File: src/hdl/blifo_pkg.sv
// ----------------------------------------------------------------------------
// Bounded LIFO stack package
// Shared widths, operation and error codes, and the control bundle that the
// top level hands to every stack cell.
// ----------------------------------------------------------------------------
package blifo_pkg;

  // Field widths fixed by the interface.
  localparam int WORD_W = 32;
  localparam int OP_W   = 3;
  localparam int POS_W  = 6;
  localparam int CAP_W  = 6;
  localparam int ERR_W  = 2;

  // Default number of cells and the reset value of the capacity register.
  localparam int DEPTH_DEFAULT = 32;
  localparam logic [CAP_W-1:0] CAP_RESET = CAP_W'(32);

  // Register map index of the capacity register.
  localparam logic REG_CAPACITY = 1'b0;

  // Operation codes carried by an item.
  typedef enum logic [OP_W-1:0] {
    OP_PUSH   = 3'd0,
    OP_POP    = 3'd1,
    OP_PEEK   = 3'd2,
    OP_TOP    = 3'd3,
    OP_BOTTOM = 3'd4
  } op_t;

  // Error codes returned with each result.
  typedef enum logic [ERR_W-1:0] {
    ERR_OK        = 2'd0,
    ERR_OVERFLOW  = 2'd1,
    ERR_UNDERFLOW = 2'd2,
    ERR_POSITION  = 2'd3
  } err_t;

  // Sequencer states.
  typedef enum logic {
    ST_IDLE,
    ST_SEARCH
  } state_t;

  // Control shared by all cells in one cycle.
  typedef struct packed {
    logic word_push;  // stored word moves one cell away from the top
    logic word_pop;   // stored word moves one cell towards the top
    logic rd_load;    // copy the stored word into the read chain
    logic rd_shift;   // read chain moves one cell towards the top
  } cell_ctrl_t;

endpackage

File: src/hdl/blifo_cell.sv
// ----------------------------------------------------------------------------
// Bounded LIFO stack cell
// Holds one stack entry and one read-chain word. Entries move between
// neighbours on push and pop; the read chain carries deeper entries up to
// the top during a search.
// ----------------------------------------------------------------------------
module blifo_cell
  import blifo_pkg::*;
(
  input  logic              clk,
  input  cell_ctrl_t        ctrl,
  input  logic [WORD_W-1:0] up_word,
  input  logic [WORD_W-1:0] down_word,
  input  logic [WORD_W-1:0] down_rd,
  output logic [WORD_W-1:0] word,
  output logic [WORD_W-1:0] rd
);

  // Stored entry: take the neighbour above on push, below on pop.
  always_ff @(posedge clk) begin
    if (ctrl.word_push) begin
      word <= up_word;
    end else if (ctrl.word_pop) begin
      word <= down_word;
    end
  end

  // Read chain: parallel load, then shift towards the top.
  always_ff @(posedge clk) begin
    if (ctrl.rd_load) begin
      rd <= word;
    end else if (ctrl.rd_shift) begin
      rd <= down_rd;
    end
  end

endmodule

File: src/hdl/bounded_lifo_stack.sv
// ----------------------------------------------------------------------------
// Bounded LIFO stack
// Push, pop, read top, read bottom and peek on a row of shift cells whose
// first cell is the top of the stack. Capacity is set over an APB port.
// ----------------------------------------------------------------------------
// Push, pop, read top, errors and unused codes: result in the cycle after accept,
// and a new item can be taken in every cycle.
// Peek at position p > 1 and read bottom with n > 1 entries walk the read chain
// one cell a cycle while busy; the result is registered when the wanted entry
// reaches the second cell. The result strobe cannot be stalled.
// Reset empties the stack and sets capacity to 32; entry contents are undefined.
module bounded_lifo_stack
  import blifo_pkg::*;
#(
  parameter int DEPTH = DEPTH_DEFAULT
) (
  input  logic                     clk,
  input  logic                     rst,
  // Command channel
  input  logic                     start,
  output logic                     busy,
  input  logic [OP_W-1:0]          opcode,
  input  logic signed [WORD_W-1:0] push_value,
  input  logic [POS_W-1:0]         position,
  // Result channel
  output logic                     strobe,
  output logic signed [WORD_W-1:0] data,
  output logic                     is_empty,
  output logic                     is_full,
  output logic [ERR_W-1:0]         error_code,
  // Configuration port
  input  logic                     psel,
  input  logic                     penable,
  input  logic                     pwrite,
  input  logic [2:0]               paddr,
  input  logic [31:0]              pwdata,
  output logic [31:0]              prdata,
  output logic                     pready
);

  localparam int CW   = $clog2(DEPTH + 1);
  localparam int IW   = $clog2(DEPTH);
  localparam int CMPW = (CW > CAP_W) ? CW : CAP_W;

  state_t            state, state_next;
  logic [CW-1:0]     count, count_next;
  logic [IW-1:0]     left, left_next;
  logic [CAP_W-1:0]  capacity;
  logic [CMPW-1:0]   cap_eff;
  logic [CMPW-1:0]   cnt_x;
  logic [CMPW-1:0]   pos_x;
  logic              accept;
  logic              cfg_write;
  cell_ctrl_t        ctrl;

  logic              strobe_next;
  logic [WORD_W-1:0] data_next;
  logic              is_empty_next;
  logic              is_full_next;
  logic [ERR_W-1:0]  error_next;

  logic [WORD_W-1:0] words [DEPTH];
  logic [WORD_W-1:0] rds   [DEPTH];

  // Configuration register and read-back.
  assign pready    = 1'b1;
  assign cfg_write = psel && penable && pwrite && pready && (paddr[2] == REG_CAPACITY);

  always_ff @(posedge clk) begin
    if (rst) begin
      capacity <= CAP_RESET;
    end else if (cfg_write) begin
      capacity <= pwdata[CAP_W-1:0];
    end
  end

  assign prdata = (paddr[2] == REG_CAPACITY) ? 32'(capacity) : 32'd0;

  // Effective capacity: zero acts as one, anything above the depth as the depth.
  always_comb begin
    if (capacity == '0) begin
      cap_eff = CMPW'(1);
    end else if (CMPW'(capacity) > CMPW'(DEPTH)) begin
      cap_eff = CMPW'(DEPTH);
    end else begin
      cap_eff = CMPW'(capacity);
    end
  end

  assign cnt_x  = CMPW'(count);
  assign pos_x  = CMPW'(position);
  assign busy   = (state != ST_IDLE);
  assign accept = start && !busy;

  // Row of cells; the first cell is the top of the stack.
  for (genvar i = 0; i < DEPTH; i++) begin : g_cell
    logic [WORD_W-1:0] up_w, down_w, down_r;
    if (i == 0) begin : g_first
      assign up_w = push_value;
    end else begin : g_mid
      assign up_w = words[i-1];
    end
    if (i == DEPTH - 1) begin : g_last
      assign down_w = words[i];
      assign down_r = rds[i];
    end else begin : g_inner
      assign down_w = words[i+1];
      assign down_r = rds[i+1];
    end
    blifo_cell u_cell (
      .clk       (clk),
      .ctrl      (ctrl),
      .up_word   (up_w),
      .down_word (down_w),
      .down_rd   (down_r),
      .word      (words[i]),
      .rd        (rds[i])
    );
  end

  // Sequencer: decodes items, drives the cells and forms each result.
  always_comb begin
    state_next    = state;
    count_next    = count;
    left_next     = left;
    strobe_next   = 1'b0;
    data_next     = data;
    error_next    = error_code;
    is_empty_next = is_empty;
    is_full_next  = is_full;
    ctrl          = '0;

    case (state)
      ST_IDLE: begin
        if (accept) begin
          strobe_next = 1'b1;
          data_next   = '0;
          error_next  = ERR_OK;
          case (opcode)
            OP_PUSH: begin
              if (cnt_x >= cap_eff) begin
                error_next = ERR_OVERFLOW;
              end else begin
                ctrl.word_push = 1'b1;
                count_next     = count + 1'b1;
              end
            end
            OP_POP: begin
              if (count == '0) begin
                data_next  = '1;
                error_next = ERR_UNDERFLOW;
              end else begin
                ctrl.word_pop = 1'b1;
                data_next     = words[0];
                count_next    = count - 1'b1;
              end
            end
            OP_PEEK: begin
              if (position == '0 || pos_x > cnt_x) begin
                data_next  = '1;
                error_next = ERR_POSITION;
              end else if (position == POS_W'(1)) begin
                data_next = words[0];
              end else begin
                ctrl.rd_load = 1'b1;
                left_next    = IW'(pos_x - CMPW'(1));
                state_next   = ST_SEARCH;
                strobe_next  = 1'b0;
              end
            end
            OP_TOP: begin
              if (count == '0) begin
                data_next  = '1;
                error_next = ERR_UNDERFLOW;
              end else begin
                data_next = words[0];
              end
            end
            OP_BOTTOM: begin
              if (count == '0) begin
                data_next  = '1;
                error_next = ERR_UNDERFLOW;
              end else if (count == CW'(1)) begin
                data_next = words[0];
              end else begin
                ctrl.rd_load = 1'b1;
                left_next    = IW'(count - 1'b1);
                state_next   = ST_SEARCH;
                strobe_next  = 1'b0;
              end
            end
            default: begin
            end
          endcase
          is_empty_next = (count_next == '0);
          is_full_next  = (CMPW'(count_next) >= cap_eff);
        end
      end
      ST_SEARCH: begin
        // Each cycle brings the wanted entry one cell closer to the top.
        ctrl.rd_shift = 1'b1;
        left_next     = left - 1'b1;
        if (left == IW'(1)) begin
          data_next   = rds[1];
          strobe_next = 1'b1;
          state_next  = ST_IDLE;
        end
      end
      default: begin
        state_next = ST_IDLE;
      end
    endcase
  end

  // Control registers.
  always_ff @(posedge clk) begin
    if (rst) begin
      state  <= ST_IDLE;
      count  <= '0;
      left   <= '0;
      strobe <= 1'b0;
    end else begin
      state  <= state_next;
      count  <= count_next;
      left   <= left_next;
      strobe <= strobe_next;
    end
  end

  // Result registers.
  always_ff @(posedge clk) begin
    data       <= data_next;
    error_code <= error_next;
    is_empty   <= is_empty_next;
    is_full    <= is_full_next;
  end

  // The entry count never exceeds the number of cells.
  a_count_bound: assert property (@(posedge clk) disable iff (rst)
    CMPW'(count) <= CMPW'(DEPTH))
    else $error("entry count above depth");

  // A search always has at least one step left to run.
  a_search_left: assert property (@(posedge clk) disable iff (rst)
    (state == ST_SEARCH) |-> (left != '0))
    else $error("search running with no steps left");

  // An accepted push that fits raises the count by one.
  a_push_count: assert property (@(posedge clk) disable iff (rst)
    (accept && opcode == OP_PUSH && cnt_x < cap_eff) |=> (count == $past(count) + 1'b1))
    else $error("push did not raise the count");

  // Overflow is reported only on a full stack, underflow only on an empty one.
  a_overflow_full: assert property (@(posedge clk) disable iff (rst)
    (strobe && error_code == ERR_OVERFLOW) |-> is_full)
    else $error("overflow reported on a stack that is not full");

  a_underflow_empty: assert property (@(posedge clk) disable iff (rst)
    (strobe && error_code == ERR_UNDERFLOW) |-> is_empty)
    else $error("underflow reported on a stack that is not empty");

endmodule

File: config.mk
export PLATFORM = sky130hd
export DESIGN_NAME = bounded_lifo_stack
export DESIGN_NICKNAME = d
export VERILOG_FILES = /design/src/hdl/blifo_pkg.sv /design/src/hdl/blifo_cell.sv /design/src/hdl/bounded_lifo_stack.sv
export SDC_FILE = /design/constraint.sdc
export NUM_CORES = 2
export LEC_CHECK = 0
export ABC_CLOCK_PERIOD_IN_PS = 58300
export BUFFER_PORTS_ARGS = -buffer_cell sky130_fd_sc_hd__buf_2
export CAP_MARGIN = 20
export CELL_PAD_IN_SITES_DETAIL_PLACEMENT = 1
export CELL_PAD_IN_SITES_GLOBAL_PLACEMENT = 2
export CORE_MARGIN = 5
export CORE_UTILIZATION = 42
export DETAILED_ROUTE_END_ITERATION = 8
export PLACE_DENSITY = 0.91
export SLEW_MARGIN = 20
export SYNTH_ARGS = -nofsm -noshare
export SYNTH_HDL_FRONTEND = slang
export SYNTH_SLANG_ARGS = --single-unit
File: constraint.sdc
create_clock -name clk -period 58.3 [get_ports clk]
set_input_delay 5.83 -clock clk [delete_from_list [all_inputs] [get_ports clk]]
set_output_delay 5.83 -clock clk [all_outputs]
set_load 0.1 [all_outputs]
## Word level (Yosys, flattened, before mapping)

Index checks and enable logic that the tools add are counted.

- Register bits after elaboration: 2071
- Input port bits: 82
- Output and inout bits: 71
- Logic and storage cells: 287

- $add $sub $neg: 4
- Magnitude comparators: 4
- Equal/unequal tests: 14
- Mux-type cells: 173
- Bitwise gates (word level): 2
- Reduce and logical (&&, ||, !) cells: 18

Operators with widths:

| cell | count |
|---|---|
| two-way mux 32 bit | 129 |
| one-hot mux 32 bit (3 select lines) | 1 |
| one-hot mux 32 bit (2 select lines) | 1 |
| two-way mux 6 bit | 7 |
| two-way mux 5 bit | 5 |
| zero test 6 bit | 4 |
| one-hot mux 5 bit (2 select lines) | 2 |
| two-way mux 1 bit | 18 |
| == test 6 x 1 -> 1 bit (second input constant) | 2 |
| >= comparator 6 bit | 2 |
| != test 3 bit (second input constant) | 4 |
| one-hot mux 6 bit (2 select lines) | 1 |
| subtractor 5 x 1 -> 5 bit (second input constant) | 2 |
| one-hot mux 1 bit (2 select lines) | 4 |
| adder 6 x 1 -> 6 bit (second input constant) | 1 |
| == test 3 x 2 -> 1 bit (second input constant) | 2 |
| > comparator 6 bit | 1 |
| > comparator 6 bit (second input constant) | 1 |
| two-way mux 3 bit | 2 |
| one-hot mux 2 bit (3 select lines) | 1 |
| AND reduction 6 bit | 1 |
| subtractor 6 x 1 -> 6 bit (second input constant) | 1 |
| == test 5 x 1 -> 1 bit (second input constant) | 1 |
| logical AND 1 bit | 4 |
| 14 further kinds | 18 |

## Logic depth before layout (Yosys ltp)

- Depth after elaboration: 10
- Gate-level depth with buffers: 17
- Depth with buffers taken out: 16

## Modules after synthesis

From an unflattened synthesis, not the netlist that was laid out.

- Cell total of the unflattened synthesis: 4856
- Area, all modules: 100325.0 µm²

By module, submodules not included:

| module | instances | cells each | area an instance (µm²) | sequential area each (µm²) |
|---|---|---|---|---|
| blifo_cell | 32 | 138 | 3015.4 | 1921.8 |
| bounded_lifo_stack | 1 | 440 | 3832.4 | 1461.4 |

## Least setup slack after synthesis

Ideal clock, no wire load.

- Path type: input to register
- From: in opcode[1]
- To: reg g_cell[0].u_cell.word[0] (enable)
- Setup time: 2386 ps
- Data arrival time: 47473 ps
- Required time: 55914 ps
- Slack: 8441 ps
- Stages: 4
- Path buffers: 1
- Cells stage by stage: buf_2 > nor2_1 > o211ai_1 > nor2_1

- Word-level cells in the longest chain between the ends: 5
- Elaborated cells between the ends (all ways): 7
- Classes of those cells: 1 x eq/ne; 4 x mux; 2 x reduce/logical

RTL lines:

| what | RTL line | source |
|---|---|---|
| start: declaration | bounded_lifo_stack.sv:22 | `input logic [OP_W-1:0] opcode,` |
| == test 3 x 1 -> 1 bit / zero test 3 bit (equally long branches) | bounded_lifo_stack.sv:139 | `case (opcode)` |
| two-way mux 1 bit | bounded_lifo_stack.sv:139 |  |
| two-way mux 3 bit * | bounded_lifo_stack.sv:135 | `if (accept) begin` |
| two-way mux 3 bit * | bounded_lifo_stack.sv:133 | `case (state)` |
| nonzero test 2 bit (no line) * | -- |  |
| end signal: assignment | blifo_cell.sv:22 | `word <= up_word;` |
| end signal: assignment | blifo_cell.sv:24 | `word <= down_word;` |
| end: declaration | blifo_cell.sv:15 | `output logic [WORD_W-1:0] word,` |

Every way passes the cells marked *; elsewhere a longest branch is shown, timed or not.
A chain may end at the register's enable or synchronous reset.

## Final worst setup path

- From: in paddr[2]
- To: out prdata[2]

- Word-level cells in the longest chain between the ends: 1

RTL lines:

| what | RTL line | source |
|---|---|---|
| start: declaration | bounded_lifo_stack.sv:35 | `input logic [2:0] paddr,` |
| two-way mux 6 bit | bounded_lifo_stack.sv:77 | `assign prdata = (paddr[2] == REG_CAPACITY) ? 32'(capacity) : 32'd0;` |
| end: declaration | bounded_lifo_stack.sv:37 | `output logic [31:0] prdata,` |

Every way passes these cells.

==> impl_results.md <==
- Max Clk Rate: 80.8 MHz
- Most frequent cells in the layout: nand2_1, edfxtp_1, clkbuf_16, buf_2, clkbuf_1
- CTS tree: built
- Worst path cell trace: buf_2 > nor2b_1 > buf_2
- HP Class: reg2reg
- P&R area growth vs syn: 10.1%
- Area post-placement: 0.0910 mm²
- Max-slew violation count: 0
- Post-cts gate resize count: 0
- Layout net count: 8802
- Post-synth top flop: edfxtp_1
- Worst setup EP type: primary output
- Global route total overflow: 0
- # clock sinks: 2071
- All-Layer GR Usage: 17.3%
- Hold Path End: g_cell[31].u_cell.rd[25]$_DFFE_PP_
- Measured slew at the worst slew-check pin: 1220 ps
- IO Pins: 153
- RePlAce Congestion: 0.753
- Static Leakage: 0.0404 µW
- DR iter-0 viols: 4286
- Setup_tns: 0 ps
- Largest net degree at the start of global routing: 217
- Inst Count DP: 11300
- DR DRC count: 0
- Hold wc startpoint: g_cell[31].u_cell.word[25]$_DFFE_PP_
- CP Buf/Inv Count: 2
- CP max stage cell: buf_2
- Netlist cell types: 64
- Crit path time final: 12380 ps
- RR Endpoint: g_cell[25].u_cell.rd[20]$_DFFE_PP_
- Ys async rst share: 0%
- Pwr/cell area: 33.0 mW/mm²
- Slowest Stage Delay on Critical Path: 440 ps
- Worst Path Required: 52470 ps
- Netlist Area Pre-Place: 0.0886 mm²
- Pre-Repair DR Iteration Count: 5
- Post-Synthesis Cells: 8774
- Clock Tree Root: clkbuf_16
- Initial Utilization: 42.2%
- Vias in the first global route: 62300
- Vias: 58700
- Crit Path Class: in2out
- Worst-Skew Late Latency: 830 ps
- Die Wd: 469 µm
- Most common cell after layout, fill and taps aside: nand2_1
- Num CTS Buffers: 214
- Delay-heaviest family, CP: buffers and inverters
- Fin crit share: 21.2%
- Final Hold Fails: 0
- Max cap viols: 0
- Outcome: finished, final reports clean
- RR Startpoint: busy$_SDFF_PP0_
- Worst-path clk slew: 60 ps
- Global-route wire length before repair: 323000 µm
- RSZ-0062 raised after global routing: no
- Post-route ant nets: 0
- Worst Setup Start Kind: input pin
- Post-layout instance area: 0.0975 mm²
- Area of the die: 0.220 mm²
- Max VDD drop: 29.9 µV
- Final setup fails: 0
- Reg2reg path depth: 11
- Num rows: 168
- Hold Path Depth: 0
- Crit path max fanout: 7
- R2r setup slk: 51440 ps
- Slew headroom: 18.8%
- Post-synthesis sequential area ratio: 70.0%
- Fillers: 23300
- Vias per inst: 5.02
- Synth warn: 0
- Hold Buf Count CTS: 0
- Die Y: 469 µm
- Worst Skew: 71.5 ps
- DP Wirelength: 105000 µm
- Most used cell, CP: buf_2
- H-tree depth: 4
- Number of synthesized flops with an enable pin: 2052
- Setup bufs post-CTS: 0
- Core area: 0.210 mm²
- Fraction of layout cells with a size suffix above 1: 5.15%
- Crit path DAT: 6550 ps
- Buffers added on ports: 97
- Post-route insts no fill: 11700
- Synth Register Bits: 2071
- Routed WL: 195000 µm
- Clock Path Buffers: 3
- Initial antenna violation count: 3
- Avg Synthesized Cell Area: 10.1 µm²
- WL/cell: 16.7 µm
state kept, by name, summed over array words and instances (netlist names):
signal / count
busy: 1
capacity: 6
cnt_x: 6
data: 32
error_code: 2
g_cell.u_cell.rd: 992
g_cell.u_cell.word: 1024
is_empty: 1
is_full: 1
left: 5
strobe: 1
per-stage QoR:
step	worst slack, ps	total power, µW	hold slack (ps)	util (%)
4_1_cts	45930	3270	433	46.5
6_report	45920	3220	433	46.5
5_1_grt	45870	3360	437	46.5
2_1_floorplan	8440	1990	426	-
3_5_place_dp	45930	1970	438	43.4
3_3_place_gp	45970	1960	430	43.4
synthesized netlist by cell type (4+ instances only):
| cell type | number | area share, % |
|---|---|---|
| nand2_1 | 5943 | 25 |
| nor3_1 | 8 | 0.045 |
| buf_2 | 286 | 1.6 |
| a211oi_1 | 4 | 0.034 |
| nor2_1 | 25 | 0.11 |
| buf_4 | 38 | 0.32 |
| edfxtp_1 | 2052 | 70 |
| o21ai_0 | 33 | 0.19 |
| inv_1 | 16 | 0.068 |
| o21ai_1 | 7 | 0.040 |
| nand2b_1 | 5 | 0.035 |
| o21a_1 | 35 | 0.30 |
| xnor2_1 | 5 | 0.049 |
| dfxtp_1 | 19 | 0.43 |
| a22oi_1 | 4 | 0.034 |
| ha_1 | 25 | 0.35 |
| a21oi_1 | 20 | 0.11 |
| mux2i_1 | 6 | 0.068 |
| buf_6 | 10 | 0.13 |
| clkbuf_1 | 150 | 0.64 |
| nand3_1 | 8 | 0.045 |
| nor2b_1 | 8 | 0.057 |
| buf_1 | 4 | 0.017 |
kinds of logic (layout without fill, tap and decap cells):
logic type               after synthesis  count (layout)  synth area share (%)
AO/OA/AOI/OAI                        133             133                 0.990
XOR/XNOR                               8               8                0.0791
adder cells (fa/ha/maj)               25              25                 0.353
buffers and inverters                506             577                  2.79
flip-flops                          2071            2071                  70.0
multiplexers                           6               6                0.0678
other                                  2              30               0.00848
AND/OR/NAND/NOR                     6023            6023                  25.7
per-layer routing:
metal	GRT usage, %	vias up	share of wire (%)
met5	0	-	0.0036
met4	3.71	2	1.6
met2	30.6	692	50
met3	2.38	241	3.0
met1	22.6	29500	45
li1	-	28200	-
area by class of cell:
type | instances | area [µm²] | area share [%]
antenna | 3 | 7.51 | 0.00770
clock buffer | 287 | 5730 | 5.88
sequential | 2071 | 62000 | 63.6
tap | 2805 | 3510 | 3.60
timing repair buffer | 168 | 1180 | 1.21
inverter | 18 | 90.1 | 0.0924
clock inverter | 104 | 779 | 0.799
multi-input combinational | 6222 | 24200 | 24.9
worst max-delay path by stage:
stage / start / to / cells after the start
final: paddr[2] / prdata[2] / 3
after global routing: paddr[2] / prdata[1] / 3
after CTS: paddr[2] / prdata[3] / 3
after detailed placement: paddr[2] / prdata[2] / 3
after global placement: paddr[2] / prdata[3] / 3
after floorplan: opcode[1] / g_cell[0].u_cell.word[0]$_DFFE_PP_ / 4
worst register-to-register path: cells and delay by family (launching register included):
family                 cells  cell delay, ps
AOI/OAI and AO/OA          1             310
buffers and inverters      7            4810
DFF                        1             340
and+or+nand+nor            3             940
report_power, final:
part	switching, µW	internal [µW]
combinational	151	43.9
clock	571	718
sequential	25.6	1710
Note: power is estimated with default switching activity, not from simulation.
